==> src/sv/tlr_pkg.sv <==
// ----------------------------------------------------------------------------
// tlr_pkg
// Shared types and constants of the thick line rasterizer.
// ----------------------------------------------------------------------------
package tlr_pkg;

   // command kinds handed from the front end to the walker
   typedef enum logic [1:0] {
      CMD_RECT,
      CMD_LINE,
      CMD_NEXT
   } cmd_type;

   // request op codes
   localparam logic OP_START = 1'b0;
   localparam logic OP_NEXT  = 1'b1;

   // register indexes
   localparam logic CSR_SCREEN_WIDTH  = 1'b0;
   localparam logic CSR_SCREEN_HEIGHT = 1'b1;

   // register reset values
   localparam int SCREEN_WIDTH_RESET  = 320;
   localparam int SCREEN_HEIGHT_RESET = 240;

   // fixed field widths
   localparam int COORD_IN_W = 16;
   localparam int COLOR_IN_W = 16;
   localparam int STROKE_W   = 6;
   localparam int CSR_W      = 13;
   localparam int RECT_POS_W = 13;
   localparam int RECT_DIM_W = 12;

   // command queue depth, a power of two
   localparam int QUEUE_DEPTH = 4;

endpackage

==> src/sv/thick_line_rasterizer.sv <==
// ----------------------------------------------------------------------------
// thick_line_rasterizer
// Turns lines between two screen points into a stream of filled rectangles.
// ----------------------------------------------------------------------------
//
//   channel   direction  handshake            payload
//   req_      in         req_valid/req_stall  op, endpoints, color, stroke
//   rsp_      out        rsp_valid/rsp_stall  rectangle, color, last
//   csr_      in         csr_write_en         index, write data
//
// One request per cycle sustained while the queue has room; the walker makes one
// rectangle per cycle while the result port is not stalled. A request's rectangle
// passes the clamp stage register, loaded at the transfer edge, then the command
// queue, then the walker output register on its way to the result port.
// A four-entry command queue lets the front end keep taking requests while
// the result port is stalled; req_stall rises only when the queue is full.
// Synchronous reset clears the queue, the active line and rsp_valid, and
// sets the screen to 320 by 240.
//
module thick_line_rasterizer import tlr_pkg::*; #(
   parameter int MAX_SCREEN_SIZE = 4096,
   parameter int COLOR_BITS = 16
) (
   input  logic                          clock,
   input  logic                          reset,
   // request channel
   input  logic                          req_valid,
   output logic                          req_stall,
   input  logic                          req_op,
   input  logic signed [COORD_IN_W-1:0]  req_start_x,
   input  logic signed [COORD_IN_W-1:0]  req_start_y,
   input  logic signed [COORD_IN_W-1:0]  req_end_x,
   input  logic signed [COORD_IN_W-1:0]  req_end_y,
   input  logic [COLOR_IN_W-1:0]         req_line_color,
   input  logic [STROKE_W-1:0]           req_stroke_width,
   // result channel
   output logic                          rsp_valid,
   input  logic                          rsp_stall,
   output logic signed [RECT_POS_W-1:0]  rsp_rect_x,
   output logic signed [RECT_POS_W-1:0]  rsp_rect_y,
   output logic [RECT_DIM_W-1:0]         rsp_rect_w,
   output logic [RECT_DIM_W-1:0]         rsp_rect_h,
   output logic [COLOR_IN_W-1:0]         rsp_rect_color,
   output logic                          rsp_last,
   // register writes
   input  logic                          csr_write_en,
   input  logic                          csr_index,
   input  logic [CSR_W-1:0]              csr_wdata
);

   localparam int CW = $clog2(MAX_SCREEN_SIZE);
   localparam int SZ = (CW > STROKE_W) ? CW : STROKE_W;
   localparam int CB = (COLOR_BITS < COLOR_IN_W) ? COLOR_BITS : COLOR_IN_W;

   typedef struct packed {
      cmd_type             kind;
      logic signed [SZ:0]  pos_a;
      logic signed [SZ:0]  pos_b;
      logic [SZ-1:0]       size_a;
      logic [SZ-1:0]       size_b;
      logic [CW-1:0]       major_end;
      logic                swapped;
      logic [CB-1:0]       color;
      logic [STROKE_W-1:0] stroke;
   } qent_type;

   qent_type push_ent, pop_ent;
   logic     push_valid, push_ready, pop_valid, pop;

   // front end: clamp and classify
   tlr_front #(
      .MAX_SCREEN_SIZE (MAX_SCREEN_SIZE),
      .COLOR_BITS      (COLOR_BITS)
   ) u_front (
      .clock            (clock),
      .reset            (reset),
      .req_valid        (req_valid),
      .req_stall        (req_stall),
      .req_op           (req_op),
      .req_start_x      (req_start_x),
      .req_start_y      (req_start_y),
      .req_end_x        (req_end_x),
      .req_end_y        (req_end_y),
      .req_line_color   (req_line_color),
      .req_stroke_width (req_stroke_width),
      .csr_write_en     (csr_write_en),
      .csr_index        (csr_index),
      .csr_wdata        (csr_wdata),
      .ent_valid        (push_valid),
      .ent_ready        (push_ready),
      .ent_kind         (push_ent.kind),
      .ent_pos_a        (push_ent.pos_a),
      .ent_pos_b        (push_ent.pos_b),
      .ent_size_a       (push_ent.size_a),
      .ent_size_b       (push_ent.size_b),
      .ent_major_end    (push_ent.major_end),
      .ent_swapped      (push_ent.swapped),
      .ent_color        (push_ent.color),
      .ent_stroke       (push_ent.stroke)
   );

   // command queue
   tlr_queue #(
      .WIDTH ($bits(qent_type)),
      .DEPTH (QUEUE_DEPTH)
   ) u_queue (
      .clock      (clock),
      .reset      (reset),
      .push_valid (push_valid),
      .push_ready (push_ready),
      .push_data  (push_ent),
      .pop_valid  (pop_valid),
      .pop        (pop),
      .pop_data   (pop_ent)
   );

   // walker and result register
   tlr_back #(
      .MAX_SCREEN_SIZE (MAX_SCREEN_SIZE),
      .COLOR_BITS      (COLOR_BITS)
   ) u_back (
      .clock          (clock),
      .reset          (reset),
      .q_valid        (pop_valid),
      .q_pop          (pop),
      .q_kind         (pop_ent.kind),
      .q_pos_a        (pop_ent.pos_a),
      .q_pos_b        (pop_ent.pos_b),
      .q_size_a       (pop_ent.size_a),
      .q_size_b       (pop_ent.size_b),
      .q_major_end    (pop_ent.major_end),
      .q_swapped      (pop_ent.swapped),
      .q_color        (pop_ent.color),
      .q_stroke       (pop_ent.stroke),
      .rsp_valid      (rsp_valid),
      .rsp_stall      (rsp_stall),
      .rsp_rect_x     (rsp_rect_x),
      .rsp_rect_y     (rsp_rect_y),
      .rsp_rect_w     (rsp_rect_w),
      .rsp_rect_h     (rsp_rect_h),
      .rsp_rect_color (rsp_rect_color),
      .rsp_last       (rsp_last)
   );

endmodule

==> src/sv/tlr_front.sv <==
// ----------------------------------------------------------------------------
// tlr_front
// Front end: takes requests, clamps endpoints to the screen and classifies
// each start into a straight rectangle or a diagonal setup for the walker.
// ----------------------------------------------------------------------------
module tlr_front import tlr_pkg::*; #(
   parameter int MAX_SCREEN_SIZE = 4096,
   parameter int COLOR_BITS = 16,
   localparam int CW = $clog2(MAX_SCREEN_SIZE),
   localparam int SZ = (CW > STROKE_W) ? CW : STROKE_W,
   localparam int CB = (COLOR_BITS < COLOR_IN_W) ? COLOR_BITS : COLOR_IN_W
) (
   input  logic                          clock,
   input  logic                          reset,
   // request channel
   input  logic                          req_valid,
   output logic                          req_stall,
   input  logic                          req_op,
   input  logic signed [COORD_IN_W-1:0]  req_start_x,
   input  logic signed [COORD_IN_W-1:0]  req_start_y,
   input  logic signed [COORD_IN_W-1:0]  req_end_x,
   input  logic signed [COORD_IN_W-1:0]  req_end_y,
   input  logic [COLOR_IN_W-1:0]         req_line_color,
   input  logic [STROKE_W-1:0]           req_stroke_width,
   // register writes
   input  logic                          csr_write_en,
   input  logic                          csr_index,
   input  logic [CSR_W-1:0]              csr_wdata,
   // command to the queue
   output logic                          ent_valid,
   input  logic                          ent_ready,
   output cmd_type                       ent_kind,
   output logic signed [SZ:0]            ent_pos_a,
   output logic signed [SZ:0]            ent_pos_b,
   output logic [SZ-1:0]                 ent_size_a,
   output logic [SZ-1:0]                 ent_size_b,
   output logic [CW-1:0]                 ent_major_end,
   output logic                          ent_swapped,
   output logic [CB-1:0]                 ent_color,
   output logic [STROKE_W-1:0]           ent_stroke
);

   localparam int PW  = SZ + 1;
   localparam int EXW = (CSR_W > CW + 1) ? CSR_W : CW + 1;
   localparam int LIM_X_RESET =
      ((SCREEN_WIDTH_RESET > MAX_SCREEN_SIZE) ? MAX_SCREEN_SIZE : SCREEN_WIDTH_RESET) - 1;
   localparam int LIM_Y_RESET =
      ((SCREEN_HEIGHT_RESET > MAX_SCREEN_SIZE) ? MAX_SCREEN_SIZE : SCREEN_HEIGHT_RESET) - 1;

   // largest legal column and row
   logic [CW-1:0] lim_x_ff, lim_y_ff, lim_in;

   // classify stage registers
   logic                a_valid_ff;
   logic                a_op_ff;
   logic [CW-1:0]       a_x1_ff, a_y1_ff, a_x2_ff, a_y2_ff;
   logic [CB-1:0]       a_color_ff;
   logic [STROKE_W-1:0] a_stroke_ff;

   logic [STROKE_W-1:0] stroke_in;
   logic [STROKE_W-2:0] half;
   logic [CW-1:0]       min_x, min_y, dx, dy;
   logic [CW-1:0]       maj_from, maj_to, min_from;
   logic                x_eq, y_eq, x_gt, y_gt, swapped, flip;

   // register value to largest coordinate: zero acts as one, cap at max size
   always_comb begin
      if (csr_wdata == '0) begin
         lim_in = '0;
      end else if (EXW'(csr_wdata) > EXW'(MAX_SCREEN_SIZE)) begin
         lim_in = CW'(MAX_SCREEN_SIZE - 1);
      end else begin
         lim_in = CW'(csr_wdata - CSR_W'(1));
      end
   end

   // screen limit registers
   always_ff @(posedge clock) begin
      if (reset) begin
         lim_x_ff <= CW'(LIM_X_RESET);
         lim_y_ff <= CW'(LIM_Y_RESET);
      end else if (csr_write_en) begin
         if (csr_index == CSR_SCREEN_WIDTH) begin
            lim_x_ff <= lim_in;
         end
         if (csr_index == CSR_SCREEN_HEIGHT) begin
            lim_y_ff <= lim_in;
         end
      end
   end

   function automatic logic [CW-1:0] clamp_coord(input logic signed [COORD_IN_W-1:0] v,
                                                 input logic [CW-1:0] lim);
      logic [COORD_IN_W-1:0] mag;
      mag = {1'b0, v[COORD_IN_W-2:0]};
      if (v[COORD_IN_W-1]) begin
         return '0;
      end else if (mag > COORD_IN_W'(lim)) begin
         return lim;
      end else begin
         return CW'(mag);
      end
   endfunction

   // the stage moves on whenever the queue has room
   assign req_stall = a_valid_ff && !ent_ready;
   assign stroke_in = (req_stroke_width == '0) ? STROKE_W'(1) : req_stroke_width;

   always_ff @(posedge clock) begin
      if (reset) begin
         a_valid_ff <= 1'b0;
      end else if (!a_valid_ff || ent_ready) begin
         a_valid_ff <= req_valid;
      end
   end

   // clamp and hold the request
   always_ff @(posedge clock) begin
      if (req_valid && !req_stall) begin
         a_op_ff     <= req_op;
         a_x1_ff     <= clamp_coord(req_start_x, lim_x_ff);
         a_y1_ff     <= clamp_coord(req_start_y, lim_y_ff);
         a_x2_ff     <= clamp_coord(req_end_x, lim_x_ff);
         a_y2_ff     <= clamp_coord(req_end_y, lim_y_ff);
         a_color_ff  <= req_line_color[CB-1:0];
         a_stroke_ff <= stroke_in;
      end
   end

   // geometry of the clamped line
   always_comb begin
      half  = a_stroke_ff[STROKE_W-1:1];
      x_gt  = a_x1_ff > a_x2_ff;
      y_gt  = a_y1_ff > a_y2_ff;
      x_eq  = a_x1_ff == a_x2_ff;
      y_eq  = a_y1_ff == a_y2_ff;
      min_x = x_gt ? a_x2_ff : a_x1_ff;
      min_y = y_gt ? a_y2_ff : a_y1_ff;
      dx    = x_gt ? a_x1_ff - a_x2_ff : a_x2_ff - a_x1_ff;
      dy    = y_gt ? a_y1_ff - a_y2_ff : a_y2_ff - a_y1_ff;
      swapped = dx < dy;
      // the minor axis always runs upward, so the major ends trade places
      flip  = swapped ? x_gt : y_gt;
      if (swapped) begin
         maj_from = flip ? a_y2_ff : a_y1_ff;
         maj_to   = flip ? a_y1_ff : a_y2_ff;
         min_from = min_x;
      end else begin
         maj_from = flip ? a_x2_ff : a_x1_ff;
         maj_to   = flip ? a_x1_ff : a_x2_ff;
         min_from = min_y;
      end
   end

   // build the command
   always_comb begin
      ent_valid     = a_valid_ff;
      ent_color     = a_color_ff;
      ent_stroke    = a_stroke_ff;
      ent_swapped   = swapped;
      ent_major_end = maj_to;
      ent_pos_a     = $signed(PW'(min_x)) - $signed(PW'(half));
      ent_pos_b     = $signed(PW'(min_y)) - $signed(PW'(half));
      ent_size_a    = SZ'(dx);
      ent_size_b    = SZ'(a_stroke_ff);
      if (a_op_ff == OP_NEXT) begin
         ent_kind = CMD_NEXT;
      end else if (y_eq) begin
         ent_kind = CMD_RECT;
      end else if (x_eq) begin
         ent_kind   = CMD_RECT;
         ent_size_a = SZ'(a_stroke_ff);
         ent_size_b = SZ'(dy);
      end else begin
         ent_kind   = CMD_LINE;
         ent_pos_a  = $signed(PW'(maj_from));
         ent_pos_b  = $signed(PW'(min_from));
         ent_size_a = SZ'(swapped ? dy : dx);
         ent_size_b = SZ'(swapped ? dx : dy);
      end
   end

endmodule

==> src/sv/tlr_queue.sv <==
// ----------------------------------------------------------------------------
// tlr_queue
// Short command queue between the front end and the walker.
// ----------------------------------------------------------------------------
module tlr_queue #(
   parameter int WIDTH = 8,
   parameter int DEPTH = 4
) (
   input  logic             clock,
   input  logic             reset,
   input  logic             push_valid,
   output logic             push_ready,
   input  logic [WIDTH-1:0] push_data,
   output logic             pop_valid,
   input  logic             pop,
   output logic [WIDTH-1:0] pop_data
);

   localparam int AW = (DEPTH > 1) ? $clog2(DEPTH) : 1;

   logic [WIDTH-1:0] mem [DEPTH];
   logic [AW-1:0]    wr_ptr_ff, rd_ptr_ff;
   logic [AW:0]      count_ff, count_in;
   logic             do_push, do_pop;

   assign push_ready = count_ff != (AW + 1)'(DEPTH);
   assign pop_valid  = count_ff != '0;
   assign do_push    = push_valid && push_ready;
   assign do_pop     = pop && pop_valid;
   assign pop_data   = mem[rd_ptr_ff];

   // occupancy
   always_comb begin
      count_in = count_ff;
      if (do_push && !do_pop) begin
         count_in = count_ff + 1'b1;
      end else if (do_pop && !do_push) begin
         count_in = count_ff - 1'b1;
      end
   end

   always_ff @(posedge clock) begin
      if (reset) begin
         wr_ptr_ff <= '0;
         rd_ptr_ff <= '0;
         count_ff  <= '0;
      end else begin
         count_ff <= count_in;
         if (do_push) begin
            wr_ptr_ff <= wr_ptr_ff + 1'b1;
         end
         if (do_pop) begin
            rd_ptr_ff <= rd_ptr_ff + 1'b1;
         end
      end
   end

   // storage
   always_ff @(posedge clock) begin
      if (do_push) begin
         mem[wr_ptr_ff] <= push_data;
      end
   end

endmodule

==> src/sv/tlr_back.sv <==
// ----------------------------------------------------------------------------
// tlr_back
// Walker: runs commands from the queue, steps the major axis with an exact
// error term and drives the registered result channel.
// ----------------------------------------------------------------------------
module tlr_back import tlr_pkg::*; #(
   parameter int MAX_SCREEN_SIZE = 4096,
   parameter int COLOR_BITS = 16,
   localparam int CW = $clog2(MAX_SCREEN_SIZE),
   localparam int SZ = (CW > STROKE_W) ? CW : STROKE_W,
   localparam int CB = (COLOR_BITS < COLOR_IN_W) ? COLOR_BITS : COLOR_IN_W
) (
   input  logic                          clock,
   input  logic                          reset,
   // command from the queue
   input  logic                          q_valid,
   output logic                          q_pop,
   input  cmd_type                       q_kind,
   input  logic signed [SZ:0]            q_pos_a,
   input  logic signed [SZ:0]            q_pos_b,
   input  logic [SZ-1:0]                 q_size_a,
   input  logic [SZ-1:0]                 q_size_b,
   input  logic [CW-1:0]                 q_major_end,
   input  logic                          q_swapped,
   input  logic [CB-1:0]                 q_color,
   input  logic [STROKE_W-1:0]           q_stroke,
   // result channel
   output logic                          rsp_valid,
   input  logic                          rsp_stall,
   output logic signed [RECT_POS_W-1:0]  rsp_rect_x,
   output logic signed [RECT_POS_W-1:0]  rsp_rect_y,
   output logic [RECT_DIM_W-1:0]         rsp_rect_w,
   output logic [RECT_DIM_W-1:0]         rsp_rect_h,
   output logic [COLOR_IN_W-1:0]         rsp_rect_color,
   output logic                          rsp_last
);

   localparam int PW = SZ + 1;
   localparam int EW = CW + 2;

   // line state
   logic                active_ff, active_in;
   logic [CW-1:0]       major_pos_ff, major_pos_in;
   logic [CW-1:0]       major_end_ff, major_end_in;
   logic                step_down_ff, step_down_in;
   logic [CW-1:0]       minor_pos_ff, minor_pos_in;
   logic signed [EW-1:0] error_ff, error_in;
   logic [CW-1:0]       major_delta_ff, major_delta_in;
   logic [CW-1:0]       minor_delta_ff, minor_delta_in;
   logic                swapped_ff, swapped_in;
   logic [CB-1:0]       color_ff, color_in;
   logic [STROKE_W-1:0] stroke_ff, stroke_in;

   // result registers
   logic                          rsp_valid_ff, rsp_valid_in;
   logic signed [RECT_POS_W-1:0]  rsp_x_ff, rsp_x_in, rsp_y_ff, rsp_y_in;
   logic [RECT_DIM_W-1:0]         rsp_w_ff, rsp_w_in, rsp_h_ff, rsp_h_in;
   logic [COLOR_IN_W-1:0]         rsp_color_ff, rsp_color_in;
   logic                          rsp_last_ff, rsp_last_in;

   logic                 produces, out_free, fin;
   logic [CW-1:0]        px, py;
   logic signed [PW-1:0] sq_x, sq_y;
   logic signed [EW-1:0] err_add, err_both;

   assign rsp_valid      = rsp_valid_ff;
   assign rsp_rect_x     = rsp_x_ff;
   assign rsp_rect_y     = rsp_y_ff;
   assign rsp_rect_w     = rsp_w_ff;
   assign rsp_rect_h     = rsp_h_ff;
   assign rsp_rect_color = rsp_color_ff;
   assign rsp_last       = rsp_last_ff;

   // issue control: commands without a result never wait on the output
   always_comb begin
      produces = (q_kind == CMD_RECT) || ((q_kind == CMD_NEXT) && active_ff);
      out_free = !rsp_valid_ff || !rsp_stall;
      q_pop    = q_valid && (out_free || !produces);
   end

   // current square and the error step
   always_comb begin
      px       = swapped_ff ? minor_pos_ff : major_pos_ff;
      py       = swapped_ff ? major_pos_ff : minor_pos_ff;
      sq_x     = $signed(PW'(px)) - $signed(PW'(stroke_ff[STROKE_W-1:1]));
      sq_y     = $signed(PW'(py)) - $signed(PW'(stroke_ff[STROKE_W-1:1]));
      fin      = major_pos_ff == major_end_ff;
      err_add  = error_ff + $signed(EW'(minor_delta_ff));
      err_both = err_add - $signed(EW'(major_delta_ff));
   end

   // next state
   always_comb begin
      active_in      = active_ff;
      major_pos_in   = major_pos_ff;
      major_end_in   = major_end_ff;
      step_down_in   = step_down_ff;
      minor_pos_in   = minor_pos_ff;
      error_in       = error_ff;
      major_delta_in = major_delta_ff;
      minor_delta_in = minor_delta_ff;
      swapped_in     = swapped_ff;
      color_in       = color_ff;
      stroke_in      = stroke_ff;
      rsp_x_in       = rsp_x_ff;
      rsp_y_in       = rsp_y_ff;
      rsp_w_in       = rsp_w_ff;
      rsp_h_in       = rsp_h_ff;
      rsp_color_in   = rsp_color_ff;
      rsp_last_in    = rsp_last_ff;
      rsp_valid_in   = out_free ? (q_pop && produces) : rsp_valid_ff;
      if (q_pop) begin
         unique case (q_kind)
            CMD_RECT: begin
               active_in    = 1'b0;
               color_in     = q_color;
               stroke_in    = q_stroke;
               rsp_x_in     = RECT_POS_W'(q_pos_a);
               rsp_y_in     = RECT_POS_W'(q_pos_b);
               rsp_w_in     = RECT_DIM_W'(q_size_a);
               rsp_h_in     = RECT_DIM_W'(q_size_b);
               rsp_color_in = COLOR_IN_W'(q_color);
               rsp_last_in  = 1'b1;
            end
            CMD_LINE: begin
               active_in      = 1'b1;
               color_in       = q_color;
               stroke_in      = q_stroke;
               swapped_in     = q_swapped;
               major_pos_in   = q_pos_a[CW-1:0];
               minor_pos_in   = q_pos_b[CW-1:0];
               major_end_in   = q_major_end;
               step_down_in   = q_pos_a[CW-1:0] > q_major_end;
               major_delta_in = q_size_a[CW-1:0];
               minor_delta_in = q_size_b[CW-1:0];
               error_in       = $signed(EW'(q_size_b[CW-1:0]))
                              - $signed(EW'(q_size_a[CW-1:0]));
            end
            CMD_NEXT: begin
               if (active_ff) begin
                  rsp_x_in     = RECT_POS_W'(sq_x);
                  rsp_y_in     = RECT_POS_W'(sq_y);
                  rsp_w_in     = RECT_DIM_W'(stroke_ff);
                  rsp_h_in     = RECT_DIM_W'(stroke_ff);
                  rsp_color_in = COLOR_IN_W'(color_ff);
                  rsp_last_in  = fin;
                  if (fin) begin
                     active_in = 1'b0;
                  end else begin
                     major_pos_in = step_down_ff ? major_pos_ff - 1'b1
                                                 : major_pos_ff + 1'b1;
                     // minor step when the term turns positive
                     if (!err_add[EW-1] && (err_add != '0)) begin
                        minor_pos_in = minor_pos_ff + 1'b1;
                        error_in     = err_both;
                     end else begin
                        error_in = err_add;
                     end
                  end
               end
            end
            default: begin
            end
         endcase
      end
   end

   // control registers
   always_ff @(posedge clock) begin
      if (reset) begin
         active_ff    <= 1'b0;
         rsp_valid_ff <= 1'b0;
      end else begin
         active_ff    <= active_in;
         rsp_valid_ff <= rsp_valid_in;
      end
   end

   // payload registers
   always_ff @(posedge clock) begin
      major_pos_ff   <= major_pos_in;
      major_end_ff   <= major_end_in;
      step_down_ff   <= step_down_in;
      minor_pos_ff   <= minor_pos_in;
      error_ff       <= error_in;
      major_delta_ff <= major_delta_in;
      minor_delta_ff <= minor_delta_in;
      swapped_ff     <= swapped_in;
      color_ff       <= color_in;
      stroke_ff      <= stroke_in;
      rsp_x_ff       <= rsp_x_in;
      rsp_y_ff       <= rsp_y_in;
      rsp_w_ff       <= rsp_w_in;
      rsp_h_ff       <= rsp_h_in;
      rsp_color_ff   <= rsp_color_in;
      rsp_last_ff    <= rsp_last_in;
   end

endmodule

==> config.mk <==
export PLATFORM = sky130hd
export DESIGN_NAME = thick_line_rasterizer
export DESIGN_NICKNAME = d
export VERILOG_FILES = /design/src/sv/tlr_pkg.sv /design/src/sv/thick_line_rasterizer.sv /design/src/sv/tlr_front.sv /design/src/sv/tlr_queue.sv /design/src/sv/tlr_back.sv
export SDC_FILE = /design/constraint.sdc
export NUM_CORES = 1
export LEC_CHECK = 0
export BUFFER_PORTS_ARGS = -buffer_cell sky130_fd_sc_hd__buf_2
export CORE_ASPECT_RATIO = 0.7
export CORE_MARGIN = 2
export CORE_UTILIZATION = 56
export DETAILED_ROUTE_END_ITERATION = 7
export HOLD_SLACK_MARGIN = 0.06
export PLACE_DENSITY = 0.75
export SKIP_LAST_GASP = 1
export SLEW_MARGIN = 20
export SYNTH_ARGS = -nofsm -noshare
export SYNTH_HDL_FRONTEND = slang
export SYNTH_SLANG_ARGS = --single-unit
==> constraint.sdc <==
create_clock -name clock -period 7.5 [get_ports clock]
set_clock_uncertainty 0.15 [all_clocks]
set_input_delay 0 -clock clock [delete_from_list [all_inputs] [get_ports clock]]
set_output_delay 0 -clock clock [all_outputs]
set_load 0.005 [all_outputs]
==> out/summary.txt <==
DR WL/cell - 22.37 µm
Crit path launch type - flip-flop
Initial antenna violation count - 1
Remaining DRCs - 0
Fin cells - 3825
Final setup fails - 0
Worst Path Required - 7.69 ns
Largest net degree at the start of global routing - 107
Number of port buffers - 174
Comb power frac - 46.7%
Area leader, netlist - edfxtp_1
Initial core utilization - 56.30%
Setup TNS - 0 ns
Most frequent cell after synthesis - edfxtp_1
Vias in the first global route - 22840
Share of the synthesized area in the top cell type - 53.66%
Crit end category - flip-flop
Worst setup path start - u_front.a_y1_ff[0]
Vias - 22990
Yosys warns - 0
Worst hold margin - 0.1658 ns
Placed instance count - 3491
Power Total - 15.66 mW
Cell Pwr Density - 407.9 nW/µm²
Worst Path Arrival - 6.53 ns
Largest buffer count on any clock path - 3
H-tree levels - 2
Final Cycle Share - 84.51%
Hold path startpoint - req_start_y[15]
Worst-path fanout max - 30
Max-Cap Viols - 0
Crit path kind - flip-flop to flip-flop
Synthesized Nets - 2962
Share of cells above drive strength 1 - 14.13%
Netlist Area Pre-Place - 32680 µm²
Die area - 60340 µm²
All-Layer GR Usage - 28.60%
FF-to-FF path depth - 19
CTS Buf Count - 57
Top post-synthesis cells by area - edfxtp_1, ha_1, mux4_2
Vias per cell - 6.010
# rows - 74
Placer congestion estimate - 0.9768
Most frequent cells after synthesis - edfxtp_1, nand2_1, nor2_1
CTS tree - done
Area of the core - 58050 µm²
Clock-pin slew on the worst setup and hold paths - 0.06 ns
Post-CTS Setup Bufs - 0
Sw frac - 39.70%
Synth Flop Type - edfxtp_1
Max Freq - 157.8 MHz
Post-DRT Antenna Nets - 0
Syn Area/Cell - 12.34 µm²
Ports - 175
1st-pass router iterations - 7
EDFF count, synth - 584
Status - complete, no violations
Slack of the critical path - 1.162 ns
Pre-CTS setup slack - 1.467 ns
Power Internal - 9.445 mW
Width of the chip - 292.7 µm
Hold WC Path Type - primary input to flip-flop
Hold depth - 3
Launching point of the worst reg2reg path - u_front.a_y1_ff[0]
Clk_lat worst skew - 0.64 ns
Lkg Pwr - 14.74 nW
First DRT Iteration DRCs - 2568
Layout area overhead - 17.50%
GRT overflow - 0
Net switching power - 6.219 mW
Worst-Margin Slew - 1.107 ns
CTS sink cnt - 620
Synth Register Bits - 620
Hold Fails Final Rpt - 0
RSZ-0062 raised after global routing - false
Unique masters post-synth - 76
Post-DP HPWL - 59720 µm
Nets - 3330
Cells after Synth - 2648
First-pass GRT wire length - 132100 µm
Clock power share - 18.2%
CTS-repair resized insts - 0
Slew Viols, Final - 0
Relative slew slack - 25.63%
Filler cell count in the final layout - 4176
Die Y - 206.1 µm
VDD IR max - 0.2700 mV
Total routed wirelength - 85580 µm
Synth async-reset ratio - 0%
Seq/Total Area, Yosys - 55.86%
Tmin final - 6.338 ns
Seq pwr share - 35.1%
CTS root buffer - clkbuf_16
-- power groups by stage --
stage | logic (mW) | clock network [mW] | registers [mW]
6_report | 7.31 | 2.85 | 5.50
5_1_grt | 8.03 | 3.02 | 5.57
4_1_cts | 7.21 | 2.88 | 5.50
3_5_place_dp | 7.03 | 0 | 5.56
3_3_place_gp | 6.80 | 0 | 5.54
2_1_floorplan | 5.18 | 0 | 5.36
-- final timing paths --
check | endpoint | slack, ns
max | u_queue.mem[3][56] | 1.16
min reg2reg | u_queue.mem[1][14] | 0.35
min | u_front.a_y1_ff[11] | 0.17
max reg2reg | u_queue.mem[3][56] | 1.16
-- flip-flops by register name, indices dropped and copies added (netlist names), 13 cells and up, named ones only --
signal and count:
u_queue.mem 348, u_front.ent_color 16, u_back.rsp_rect_color 16, u_back.rsp_rect_y 13
u_back.color_ff 16, u_back.rsp_rect_x 13, u_back.error_ff 14
-- stage by stage --
stage	instance area (µm²)	utilization, %
floorplan	32680	-
global placement	34340	59.15
detailed placement	34340	59.15
CTS	38390	66.13
global route	38400	66.15
finish	38400	66.15
-- area by class of cell --
type / instances / area, µm² / area share (%)
antenna: 1 / 2.502 / 0.006516
timing repair buffer: 435 / 3406 / 8.868
tap: 760 / 950.9 / 2.476
clock inverter: 36 / 324.1 / 0.8438
inverter: 174 / 653.1 / 1.701
clock buffer: 71 / 1479 / 3.851
sequential: 620 / 18270 / 47.56
multi-input combinational: 1728 / 13320 / 34.69
-- per-layer routing --
| layer | global-route usage, % | wire (µm) |
|---|---|---|
| met3 | 4.818 | 6821 |
| met1 | 40.72 | 37170 |
| met4 | 7.692 | 2077 |
| met2 | 45.94 | 39510 |
| met5 | 0 | 0 |
-- what timing repair did --
action,in CTS,in global routing
endpoints found under the setup margin,0,0
hold buffers,225,0
hold endpoints to repair,124,0
-- critical path, cell delays in order, from the launching register on --
cell and delay (ns):
edfxtp_1 0.46, inv_1 0.09, ha_1 0.19, inv_1 0.09, fa_1 0.40, nand3_1 0.14
a21oi_1 0.10, nor3_1 0.48, o21ai_4 0.21, buf_4 0.30, mux2_2 0.31, a221oi_1 0.25
o221ai_1 0.34, xnor2_1 0.50, ha_1 0.34, a21oi_1 0.13, o21a_2 0.20, and2_1 0.46
nand2_1 0.32, o22ai_1 0.59
-- layout by cell type, fill, tap and decap left out, types with 9 or more instances in the layout --
| cell | count |
|---|---|
| xor2_1 | 62 |
| buf_2 | 174 |
| or3_1 | 9 |
| a211o_1 | 17 |
| a31oi_1 | 12 |
| a21oi_1 | 138 |
| clkbuf_1 | 14 |
| o21ai_0 | 176 |
| nand2b_1 | 14 |
| nor4_1 | 10 |
| buf_4 | 35 |
| a21o_1 | 40 |
| nor3_1 | 43 |
| dfxtp_1 | 34 |
| and3_1 | 11 |
| and2_1 | 9 |
| nor2b_1 | 29 |
| nand3_1 | 23 |
| nand4_1 | 13 |
| dlygate4sd3_1 | 225 |
| o21bai_1 | 15 |
| ha_1 | 194 |
| o21a_1 | 34 |
| xnor2_1 | 66 |
| mux2_2 | 13 |
| clkinv_2 | 12 |
| o211ai_1 | 25 |
| a22oi_1 | 11 |
| nor2_1 | 213 |
| clkbuf_16 | 57 |
| inv_1 | 173 |
| o22ai_1 | 10 |
| mux4_2 | 87 |
| fa_1 | 13 |
| a211oi_1 | 15 |
| edfxtp_1 | 584 |
| nand2_1 | 228 |
| mux2i_1 | 103 |
-- logic make-up after synthesis --
logic type,share of synthesized area (%)
AOI/OAI and AO/OA,10.25
muxes,9.598
adders and majority gates,8.292
DFF,55.86
xor gates and xnor gates,3.430
buffers and inverters,3.602
and+or+nand+nor,8.966
No activity file was read; power rests on OpenSTA's default activity.
